File: src/kdhc_pkg.sv
// shared types, constants and helpers for the key debounce hold classifier
`timescale 1ns / 1ps
`default_nettype none

package kdhc_pkg;

  // field widths
  localparam int unsigned MaskW     = 2;
  localparam int unsigned CodeW     = 5;
  localparam int unsigned CountW    = 16;
  localparam int unsigned ShortW    = 8;
  localparam int unsigned LongW     = 16;
  localparam int unsigned CfgDataW  = 16;
  localparam int unsigned CfgIdxW   = 1;
  localparam int unsigned InDataW   = 8;
  localparam int unsigned OutDataW  = 8;
  // threshold compare width holds base plus the widest delay
  localparam int unsigned ThreshW   = CountW + 1;

  // hold count value loaded on a change of the filtered mask
  localparam logic [CountW-1:0] HoldBase = CountW'(20);
  localparam logic [CountW-1:0] CountMax = '1;

  // reset values of the configuration registers
  localparam logic [ShortW-1:0] ShortDelayRst = ShortW'(6);
  localparam logic [LongW-1:0]  LongDelayRst  = LongW'(250);

  // configuration register indexes
  localparam logic [CfgIdxW-1:0] RegShortDelay = 1'b0;
  localparam logic [CfgIdxW-1:0] RegLongDelay  = 1'b1;

  // key codes
  localparam logic [CodeW-1:0] CodeNone = 5'd0;
  localparam logic [CodeW-1:0] CodeOne  = 5'd1;
  localparam logic [CodeW-1:0] CodeTwo  = 5'd2;
  localparam logic [CodeW-1:0] CodeBoth = 5'd31;

  // one result item
  typedef struct packed {
    logic             long_hold;
    logic [CodeW-1:0] key_number;
  } result_t;

  // pressed mask to key code
  function automatic logic [CodeW-1:0] mask_to_code(input logic [MaskW-1:0] mask);
    logic [CodeW-1:0] code;
    unique case (mask)
      2'b00:   code = CodeNone;
      2'b01:   code = CodeOne;
      2'b10:   code = CodeTwo;
      default: code = CodeBoth;
    endcase
    return code;
  endfunction

endpackage

`default_nettype wire

File: src/kdhc_filter.sv
// sample history and bitwise 2-of-3 majority filter of the pressed mask
`timescale 1ns / 1ps
`default_nettype none

module kdhc_filter (
  input  wire                        clk_i,
  input  wire                        rst_ni,
  input  wire                        step_i,
  input  wire                        key_one_level_i,
  input  wire                        key_two_level_i,
  output logic [kdhc_pkg::MaskW-1:0] filt_o
);

  logic [kdhc_pkg::MaskW-1:0] raw;
  logic [kdhc_pkg::MaskW-1:0] hist0_q, hist1_q;

  // active-low levels to pressed mask
  assign raw = {~key_two_level_i, ~key_one_level_i};

  // majority over current and two previous masks
  assign filt_o = (raw & hist0_q) | (hist0_q & hist1_q) | (hist1_q & raw);

  // history shift on each request
  always_ff @(posedge clk_i or negedge rst_ni) begin
    if (!rst_ni) begin
      hist0_q <= '0;
      hist1_q <= '0;
    end else if (step_i) begin
      hist1_q <= hist0_q;
      hist0_q <= raw;
    end
  end

endmodule

`default_nettype wire

File: src/kdhc_hold.sv
// hold counter, code latch and one-shot report of the latched code
`timescale 1ns / 1ps
`default_nettype none

module kdhc_hold (
  input  wire                         clk_i,
  input  wire                         rst_ni,
  input  wire                         step_i,
  input  wire  [kdhc_pkg::MaskW-1:0]  filt_i,
  input  wire  [kdhc_pkg::ShortW-1:0] short_delay_i,
  input  wire  [kdhc_pkg::LongW-1:0]  long_delay_i,
  output logic                        res_valid_o,
  output kdhc_pkg::result_t           res_o
);

  logic [kdhc_pkg::MaskW-1:0]   stable_q, stable_d;
  logic [kdhc_pkg::CountW-1:0]  count_q, count_d, count_inc;
  logic [kdhc_pkg::CodeW-1:0]   code_q, code_d;
  logic                         long_q, long_d;
  logic                         reported_q, reported_d;
  logic [kdhc_pkg::ThreshW-1:0] short_at, long_at, count_ext;

  // thresholds relative to zero count
  assign short_at  = kdhc_pkg::ThreshW'(kdhc_pkg::HoldBase)
                   + kdhc_pkg::ThreshW'(short_delay_i);
  assign long_at   = kdhc_pkg::ThreshW'(kdhc_pkg::HoldBase)
                   + kdhc_pkg::ThreshW'(long_delay_i);
  // saturating increment
  assign count_inc = (count_q == kdhc_pkg::CountMax) ? count_q
                                                     : count_q + 1'b1;
  assign count_ext = kdhc_pkg::ThreshW'(count_inc);

  // next state for one tick
  always_comb begin
    stable_d   = stable_q;
    count_d    = count_q;
    code_d     = code_q;
    long_d     = long_q;
    reported_d = reported_q;
    if (filt_i != stable_q) begin
      stable_d = filt_i;
      count_d  = kdhc_pkg::HoldBase;
    end else begin
      count_d = count_inc;
      priority if (count_ext == short_at) begin
        code_d     = kdhc_pkg::mask_to_code(stable_q);
        long_d     = 1'b0;
        reported_d = 1'b0;
      end else if (count_ext == long_at) begin
        long_d     = 1'b1;
        reported_d = 1'b0;
      end else begin
        // between thresholds, latch stays as it is
      end
    end
  end

  // report when the latched code is still unreported
  assign res_valid_o      = step_i & ~reported_d;
  assign res_o.key_number = code_d;
  assign res_o.long_hold  = long_d;

  always_ff @(posedge clk_i or negedge rst_ni) begin
    if (!rst_ni) begin
      stable_q   <= '0;
      count_q    <= '0;
      code_q     <= kdhc_pkg::CodeNone;
      long_q     <= 1'b0;
      reported_q <= 1'b0;
    end else if (step_i) begin
      stable_q   <= stable_d;
      count_q    <= count_d;
      code_q     <= code_d;
      long_q     <= long_d;
      reported_q <= 1'b1;
    end
  end

endmodule

`default_nettype wire

File: src/kdhc_out_buf.sv
// two-entry output buffer: result register plus skid register
`timescale 1ns / 1ps
`default_nettype none

module kdhc_out_buf (
  input  wire                clk_i,
  input  wire                rst_ni,
  input  wire                push_i,
  input  kdhc_pkg::result_t  push_data_i,
  output logic               space_o,
  output logic               out_valid_o,
  input  wire                out_ready_i,
  output kdhc_pkg::result_t  out_data_o
);

  logic              out_valid_q, skid_valid_q;
  kdhc_pkg::result_t out_q, skid_q;
  logic              pop;

  assign pop         = out_valid_q & out_ready_i;
  assign space_o     = ~skid_valid_q;
  assign out_valid_o = out_valid_q;
  assign out_data_o  = out_q;

  // valid flags
  always_ff @(posedge clk_i or negedge rst_ni) begin
    if (!rst_ni) begin
      out_valid_q  <= 1'b0;
      skid_valid_q <= 1'b0;
    end else if (!out_valid_q || pop) begin
      out_valid_q  <= skid_valid_q | push_i;
      skid_valid_q <= skid_valid_q & push_i;
    end else if (push_i) begin
      skid_valid_q <= 1'b1;
    end
  end

  // payload
  always_ff @(posedge clk_i) begin
    if (!out_valid_q || pop) begin
      if (skid_valid_q) begin
        out_q <= skid_q;
        if (push_i) begin
          skid_q <= push_data_i;
        end
      end else if (push_i) begin
        out_q <= push_data_i;
      end
    end else if (push_i) begin
      skid_q <= push_data_i;
    end
  end

endmodule

`default_nettype wire

File: src/key_debounce_hold_classifier.sv
// top level of the two-key debounce and hold classifier
`timescale 1ns / 1ps
`default_nettype none

// Takes one scan tick per clock cycle. Each request carries two active-low
// key levels; a 2-of-3 majority filter and a saturating hold counter decide
// when a key code (0 none, 1, 2, 31 both) and later a long-hold flag are
// latched, and each latch is reported once. Each report is registered in a
// two-entry output buffer before it reaches the master side, so
// s_axis_tready drops only when both entries hold results that the sink has
// not taken; otherwise a tick is taken every cycle. Just after reset one
// report of code 0 follows the first tick. Delay registers must be written
// through cfg_we_i while no tick is in flight; the block does not enforce it.

module key_debounce_hold_classifier (
  input  wire                              clk_i,
  input  wire                              rst_ni,
  // configuration writes
  input  wire                              cfg_we_i,
  input  wire  [kdhc_pkg::CfgIdxW-1:0]     cfg_idx_i,
  input  wire  [kdhc_pkg::CfgDataW-1:0]    cfg_data_i,
  // scan ticks
  input  wire                              s_axis_tvalid,
  output logic                             s_axis_tready,
  input  wire  [kdhc_pkg::InDataW-1:0]     s_axis_tdata,  // [0] key_one_level, [1] key_two_level
  // key reports
  output logic                             m_axis_tvalid,
  input  wire                              m_axis_tready,
  output logic [kdhc_pkg::OutDataW-1:0]    m_axis_tdata   // [4:0] key_number, [5] long_hold
);

  logic [kdhc_pkg::ShortW-1:0] short_delay_q;
  logic [kdhc_pkg::LongW-1:0]  long_delay_q;
  logic                        step;
  logic [kdhc_pkg::MaskW-1:0]  filt;
  logic                        res_valid;
  kdhc_pkg::result_t           res, out_res;
  logic                        space;

  // delay registers
  always_ff @(posedge clk_i or negedge rst_ni) begin
    if (!rst_ni) begin
      short_delay_q <= kdhc_pkg::ShortDelayRst;
      long_delay_q  <= kdhc_pkg::LongDelayRst;
    end else if (cfg_we_i) begin
      unique case (cfg_idx_i)
        kdhc_pkg::RegShortDelay: short_delay_q <= cfg_data_i[kdhc_pkg::ShortW-1:0];
        kdhc_pkg::RegLongDelay:  long_delay_q  <= cfg_data_i[kdhc_pkg::LongW-1:0];
        default: ;
      endcase
    end
  end

  assign s_axis_tready = space;
  assign step          = s_axis_tvalid & space;

  kdhc_filter u_filter (
    .clk_i           (clk_i),
    .rst_ni          (rst_ni),
    .step_i          (step),
    .key_one_level_i (s_axis_tdata[0]),
    .key_two_level_i (s_axis_tdata[1]),
    .filt_o          (filt)
  );

  kdhc_hold u_hold (
    .clk_i         (clk_i),
    .rst_ni        (rst_ni),
    .step_i        (step),
    .filt_i        (filt),
    .short_delay_i (short_delay_q),
    .long_delay_i  (long_delay_q),
    .res_valid_o   (res_valid),
    .res_o         (res)
  );

  kdhc_out_buf u_out_buf (
    .clk_i       (clk_i),
    .rst_ni      (rst_ni),
    .push_i      (res_valid),
    .push_data_i (res),
    .space_o     (space),
    .out_valid_o (m_axis_tvalid),
    .out_ready_i (m_axis_tready),
    .out_data_o  (out_res)
  );

  // pack result, zero padding above the fields
  assign m_axis_tdata = {2'b00, out_res.long_hold, out_res.key_number};

endmodule

`default_nettype wire

File: config.mk
export PLATFORM = sky130hd
export DESIGN_NAME = key_debounce_hold_classifier
export DESIGN_NICKNAME = d
export VERILOG_FILES = /design/src/kdhc_pkg.sv /design/src/kdhc_filter.sv /design/src/kdhc_hold.sv /design/src/kdhc_out_buf.sv /design/src/key_debounce_hold_classifier.sv
export SDC_FILE = /design/constraint.sdc
export NUM_CORES = 1
export LEC_CHECK = 0
export BUFFER_PORTS_ARGS = -buffer_cell sky130_fd_sc_hd__buf_2
export CORE_MARGIN = 2
export CORE_UTILIZATION = 51
export DETAILED_ROUTE_END_ITERATION = 8
export PLACE_DENSITY_LB_ADDON = 0.08
export SLEW_MARGIN = 20
export SYNTH_ARGS = -nofsm -noshare
export SYNTH_HDL_FRONTEND = slang
export SYNTH_HIERARCHICAL = 1
export SYNTH_SLANG_ARGS = --single-unit
File: constraint.sdc
create_clock -name clk_i -period 4.7 [get_ports clk_i]
set_input_delay 0.235 -clock clk_i [delete_from_list [all_inputs] [get_ports clk_i]]
set_output_delay 0.235 -clock clk_i [all_outputs]
set_load 0.01 [all_outputs]
Word level (Yosys, flattened, before mapping)
Cells that the tools add are included.

Flip-flop bits (word level): 67. Latch bits: 0. Bits in writable memories: 0. ROM bits: 0. Bits of input ports: 30. Output and inout port bits: 10. Logic and storage cells: 67. Memories: 0.

$add $sub $neg: 3. $mul: 0. Divide/modulo/power cells: 0. Order comparisons: 0. Eq/ne operators: 7. Shift-type cells: 0. Mux-type cells: 18. Bitwise gates (word level): 15. Reductions and logical operators: 9.

Operators with widths (count): $eq A16 B17 Y1 (2); $mux W16 (2); $mux W6 (5); $add A5 B16 Y17 const A (1); $add A16 B1 Y16 const B (1); $eq A16 B16 Y1 const B (1); $pmux W5 S3 (1); $mux W5 (2); $add A5 B8 Y9 const A (1); $mux W1 (8); $reduce_and A2 Y1 (4); $and A2 B2 Y2 (3); $not A1 Y1 (5); $and A1 B1 Y1 (4); $or A2 B2 Y2 (2); $reduce_bool A2 Y1 (2); $eq A2 B1 Y1 const B (1); $eq A2 B2 Y1 const B (1); $logic_not A2 Y1 (1); $ne A2 B1 Y1 const B (1); $ne A2 B2 Y1 (1); $logic_not A1 Y1 (1); $logic_or A1 B1 Y1 (1); $or A1 B1 Y1 (1).

Depth between registers and ports, before layout
Word-level depth: 11. Gate-level depth with buffers: 12. Gate-level depth less buffers: 11.

Hierarchy
The synthesis kept the hierarchy.

By module, submodules not included: kdhc_hold (times used 1, cells each 300, area each 2497.4 um^2, sequential area each 625.6 um^2); key_debounce_hold_classifier (times used 1, cells each 56, area each 1022.2 um^2, sequential area each 610.6 um^2); kdhc_out_buf (times used 1, cells each 28, area each 561.8 um^2, sequential area each 410.4 um^2); kdhc_filter (times used 1, cells each 15, area each 171.4 um^2, sequential area each 100.1 um^2).

Worst setup path before layout
Ideal clock, no wire load.

Path type: reg-to-reg. Start: reg u_hold/count_q[11] in the netlist's numbering. End: reg u_out_buf.out_q (netlist bit u_out_buf/out_data_o[2]) (data pin). Library setup time: 0.260 ns. Arrival: 3.316 ns. Data required time: 4.440 ns. Setup slack: 1.123 ns. Stages on the path, launching flop included: 10. Buffers on the path: 1. Clock period less this slack: 3.577 ns. Cells stage by stage: dfrtp_1 > clkbuf_1 > nand4_1 > nor4_1 > mux2_2 > or4_4 > nor4_4 > o211a_1 > mux2_2 > mux2_4.

RTL lines: start: declaration (line kdhc_hold.sv:17) `logic [kdhc_pkg::CountW-1:0] count_q, count_d, count_inc;`; start signal: assignment (line kdhc_hold.sv:72) `count_q <= count_d;`; end signal: assignment (line kdhc_out_buf.sv:42) `out_q <= skid_q;`; end signal: assignment (line kdhc_out_buf.sv:47) `out_q <= push_data_i;`; end: declaration (line kdhc_out_buf.sv:17) `kdhc_pkg::result_t out_q, skid_q;`.

Worst setup path in the final report
Start: reg u_hold/count_q[10] in the netlist's numbering. End: reg u_out_buf.out_q (netlist bit u_out_buf/out_data_o[3]), enable pin.

Longest elaborated chain between the ends: 10. Elaborated cells between the ends (all ways): 12. Those cells by class: add/sub: 1; eq/ne: 3; mux: 4; bitwise: 2; reduce/logical: 2.

RTL lines: $add A16 B1 Y16 / $eq A16 B16 Y1 (equally long branches) (line kdhc_hold.sv:30, kdhc_hold.sv:29); $mux W16 (*) (line kdhc_hold.sv:29) `assign count_inc = (count_q == kdhc_pkg::CountMax) ? count_q`; $eq A16 B17 Y1 (line kdhc_hold.sv:49) `end else if (count_ext == long_at) begin`; $mux W1 (line kdhc_hold.sv:49); $mux W1 (*) (line kdhc_hold.sv:45) `priority if (count_ext == short_at) begin`; $mux W1 (*) (line kdhc_hold.sv:40) `if (filt_i != stable_q) begin`; $not A1 Y1 (*) (line kdhc_hold.sv:59) `assign res_valid_o = step_i & ~reported_d;`; $and A1 B1 Y1 (*) (line kdhc_hold.sv:59); net res_valid (line key_debounce_hold_classifier.sv:36) `logic res_valid;`; $reduce_bool A2 Y1 (no source line) (*); $reduce_and A2 Y1 (no source line) (*).

Mark *: on every way through the listed nets, which the timed path passes. The rest lies on a longest branch. A chain may end at the register's enable or synchronous reset.

==> load_flow_metrics.sql <==
INSERT INTO impl_metrics (metric_group, metric, value, unit) VALUES
('outcome', 'outcome', 'completed', ''),
('placed_design', 'placement.cell_area', '4480', 'um2'),
('sta', 'worstMarginPinSlew', '0.745', 'ns'),
('power', 'total_power', '1.70', 'mW'),
('critical_path', 'worstPathCellList', 'nand4_1 -> nor4_1 -> mux2_2 -> or4_4 -> nor4_4 -> o2111ai_4 -> o221ai_1 -> nor2_1 -> nor2_1', ''),
('sta', 'worst_hold_slack', '0.0149', 'ns'),
('sta', 'max_clock_freq', '243', 'MHz'),
('sta', 'endpoints_failing_hold', '0', ''),
('placed_design', 'port_buffers', '31', ''),
('synthesis', 'yosysUniqueCellTypes', '66', ''),
('critical_path', 'critPathLaunchType', 'register', ''),
('synthesis', 'synth_area_leader_cell', 'dfrtp_1', ''),
('critical_path', 'crit_path_end_kind', 'register', ''),
('clock_network', 'tritoncts', 'built', ''),
('route', 'detail-route-antenna-nets', '0', ''),
('layout', 'drive_above_1_share', '29.4', '%'),
('sta', 'grt_setup_unrepaired', 'no', ''),
('synthesis', 'synth_top_area_share', '27.7', '%'),
('layout', 'nFillCells', '683', ''),
('synthesis', 'synth_edf_count', '12', ''),
('min_path', 'holdCritPathClass', 'in2async', ''),
('route', 'detail_route.iter0.violations', '341', ''),
('critical_path', 'crit_type', 'reg2reg', ''),
('die', 'dieWidth', '95.3', 'um'),
('power', 'cellPowerDensity', '359', 'nW/um2'),
('synthesis', 'synth_ff_type', 'dfrtp_1', ''),
('route', 'drt_pass1_iterations', '5', ''),
('sta', 'finalCritPeriodShare', '87.6', '%'),
('die', 'chipHeight', '95.3', 'um'),
('synthesis', 'synth.top_cells.by_area', 'dfrtp_1 28%, edfxtp_1 8.5%, mux2_4 8.5%', ''),
('placed_design', 'dp_hpwl', '6980', 'um'),
('grt', 'gr-total-overflow', '0', ''),
('sta', 'number_of_pins_exceeding_their_max_slew_limit_in_the_final_report', '0', ''),
('route', 'drt-total-wl', '9400', 'um'),
('die', 'die_area', '9080', 'um2'),
('clock_network', 'cts_max_level', '3', ''),
('clock_network', 'cts-hold-fix-buffers', '0', ''),
('clock_network', 'ctsRootBufferMaster', 'clkbuf_8', ''),
('synthesis', 'synth_seq_area_share', '41.1', '%'),
('placed_design', 'placement.setup.worst_slack', '0.624', 'ns'),
('sta', 'final.setup.worst_slack', '0.583', 'ns'),
('critical_path', 'setup.reg_to_reg.worst_slack', '0.58', 'ns'),
('synthesis', 'syn-cell-area', '4250', 'um2'),
('clock_network', 'post_cts_resize_count', '0', ''),
('die', 'core_area', '8130', 'um2'),
('power', 'ir_drop', '0.279', 'mV'),
('run', 'cap_viol_max_count', '0', ''),
('route', 'remaining_routing_drc_violations', '0', ''),
('critical_path', 'crit_path_frequent_cell', 'nor2_1', ''),
('critical_path', 'crit_required', '4.70', 'ns'),
('synthesis', 'post_synth_most_frequent_cells', '47 x dfrtp_1, 24 x mux2_2, 24 x mux2_4, 23 x xnor2_1', ''),
('placed_design', 'finalWeightedCongestion', '0.911', ''),
('critical_path', 'crit_path_max_incr_delay', '0.62', 'ns'),
('sta', 'finalSetupTns', '0', 'ns'),
('clock_network', 'cts_sinks', '67', ''),
('die', 'floorplan.rows', '33', ''),
('die', 'io-pin-count', '40', ''),
('sta', 'max_slew_margin', '49.9', '%'),
('sta', 'skew', '0.00836', 'ns'),
('grt', 'grt_first_pass_wirelength', '15500', 'um'),
('grt', 'grtUsageTotal', '22.8', '%'),
('layout', 'postLayoutCellArea', '4720', 'um2'),
('critical_path', 'timing.critical_path.fanout_max', '9', ''),
('synthesis', 'synth_seq_cells', '67', ''),
('critical_path', 'crit_slowest_cell', 'nor4_1', ''),
('critical_path', 'cp.arrival', '4.12', 'ns'),
('clock_network', 'postCtsSetupBuffers', '0', ''),
('grt', 'grt_pass1_vias', '3007', ''),
('critical_path', 'crit_start', 'u_hold/count_q[10]$_DFFE_PN0P_', ''),
('synthesis', 'yosysWarnings', '6', ''),
('route', 'post_drt_wl_per_cell', '17.4', 'um');
[final timing paths]
check / to / cells after the start
worst max-delay path: u_out_buf/out_data_o[3]$_DFFE_PP_ / 9
worst min-delay path: u_hold/count_q[14]$_DFFE_PN0P_ / 2
worst max register to register: u_out_buf/out_data_o[3]$_DFFE_PP_ / 9
worst min register to register: u_hold/reported_q$_DFFE_PN0P_ / 1
max in group asynchronous: u_filter/hist0_q[0]$_DFFE_PN0P_ / 2
min in group clk_i: u_filter/hist0_q[0]$_DFFE_PN0P_ / 2
[state kept, by name (all words and copies together) (netlist names), 2 cells and up]
name	flops
u_hold/count_q	16
u_out_buf/skid_q	6
u_filter/hist1_q	2
u_hold/stable_q	2
long_delay_q	16
u_hold/code_q	5
u_out_buf/out_data_o	6
u_filter/hist0_q	2
short_delay_q	8
[cells in the final DEF, fill, tap and decap left out, types with 14 or more instances in the layout]
master,n
a21oi_1,15
buf_2,31
dfrtp_1,47
inv_1,14
mux2_2,24
mux2_4,24
nand2_1,21
nor2_1,21
o21ai_0,18
xnor2_1,23
[per-layer routing]
layer | track usage, % | vias up | share of wire, %
met2 | 34.5 | 123 | 45
met1 | 32.6 | 1536 | 48
met3 | 4.27 | 8 | 5.5
met5 | 0 | - | 0
met4 | 8.21 | 0 | 1.5
li1 | - | 1543 | -
[layout make-up]
class / instances / share of cell area, %
flip-flops and latches: 67 / 37.0
repair buffers: 40 / 4.72
clock inverters: 6 / 2.39
inverters: 14 / 1.11
clock buffers: 10 / 2.70
well taps: 105 / 2.78
multi-input cells: 298 / 49.3
[worst max-delay path, delay by kind of cell, from the launching register on]
kind	cells	cell delay, ns
flops	1	0.49
mux	1	0.41
simple gates	6	2.38
compound gates	2	0.46
[kinds of logic (layout without fill, tap and decap cells)]
kind of cell | after synthesis | in the layout | share of synthesized area (%)
AO/OA/AOI/OAI | 85 | 85 | 14.6
XOR/XNOR | 34 | 34 | 7.00
adder cells (fa/ha/maj) | 5 | 5 | 1.38
buffers and inverters | 35 | 70 | 4.32
flip-flops | 67 | 67 | 41.1
multiplexers | 54 | 54 | 16.2
other | 1 | 2 | 0.0882
AND/OR/NAND/NOR | 118 | 118 | 15.3
[through the flow]
stage                     utilization, %  std cells
after floorplan                        -        400
after global placement              55.1        524
after detailed placement            55.1        524
after CTS                           58.0        540
after global routing                58.0        540
final                               58.0        540
[power by group]
part	switching [mW]	internal, mW	leakage, nW
combinational	0.213	0.189	0.973
clock	0.235	0.355	0.121
sequential	0.0544	0.649	0.783
Note: power is estimated with default switching activity, not from simulation.
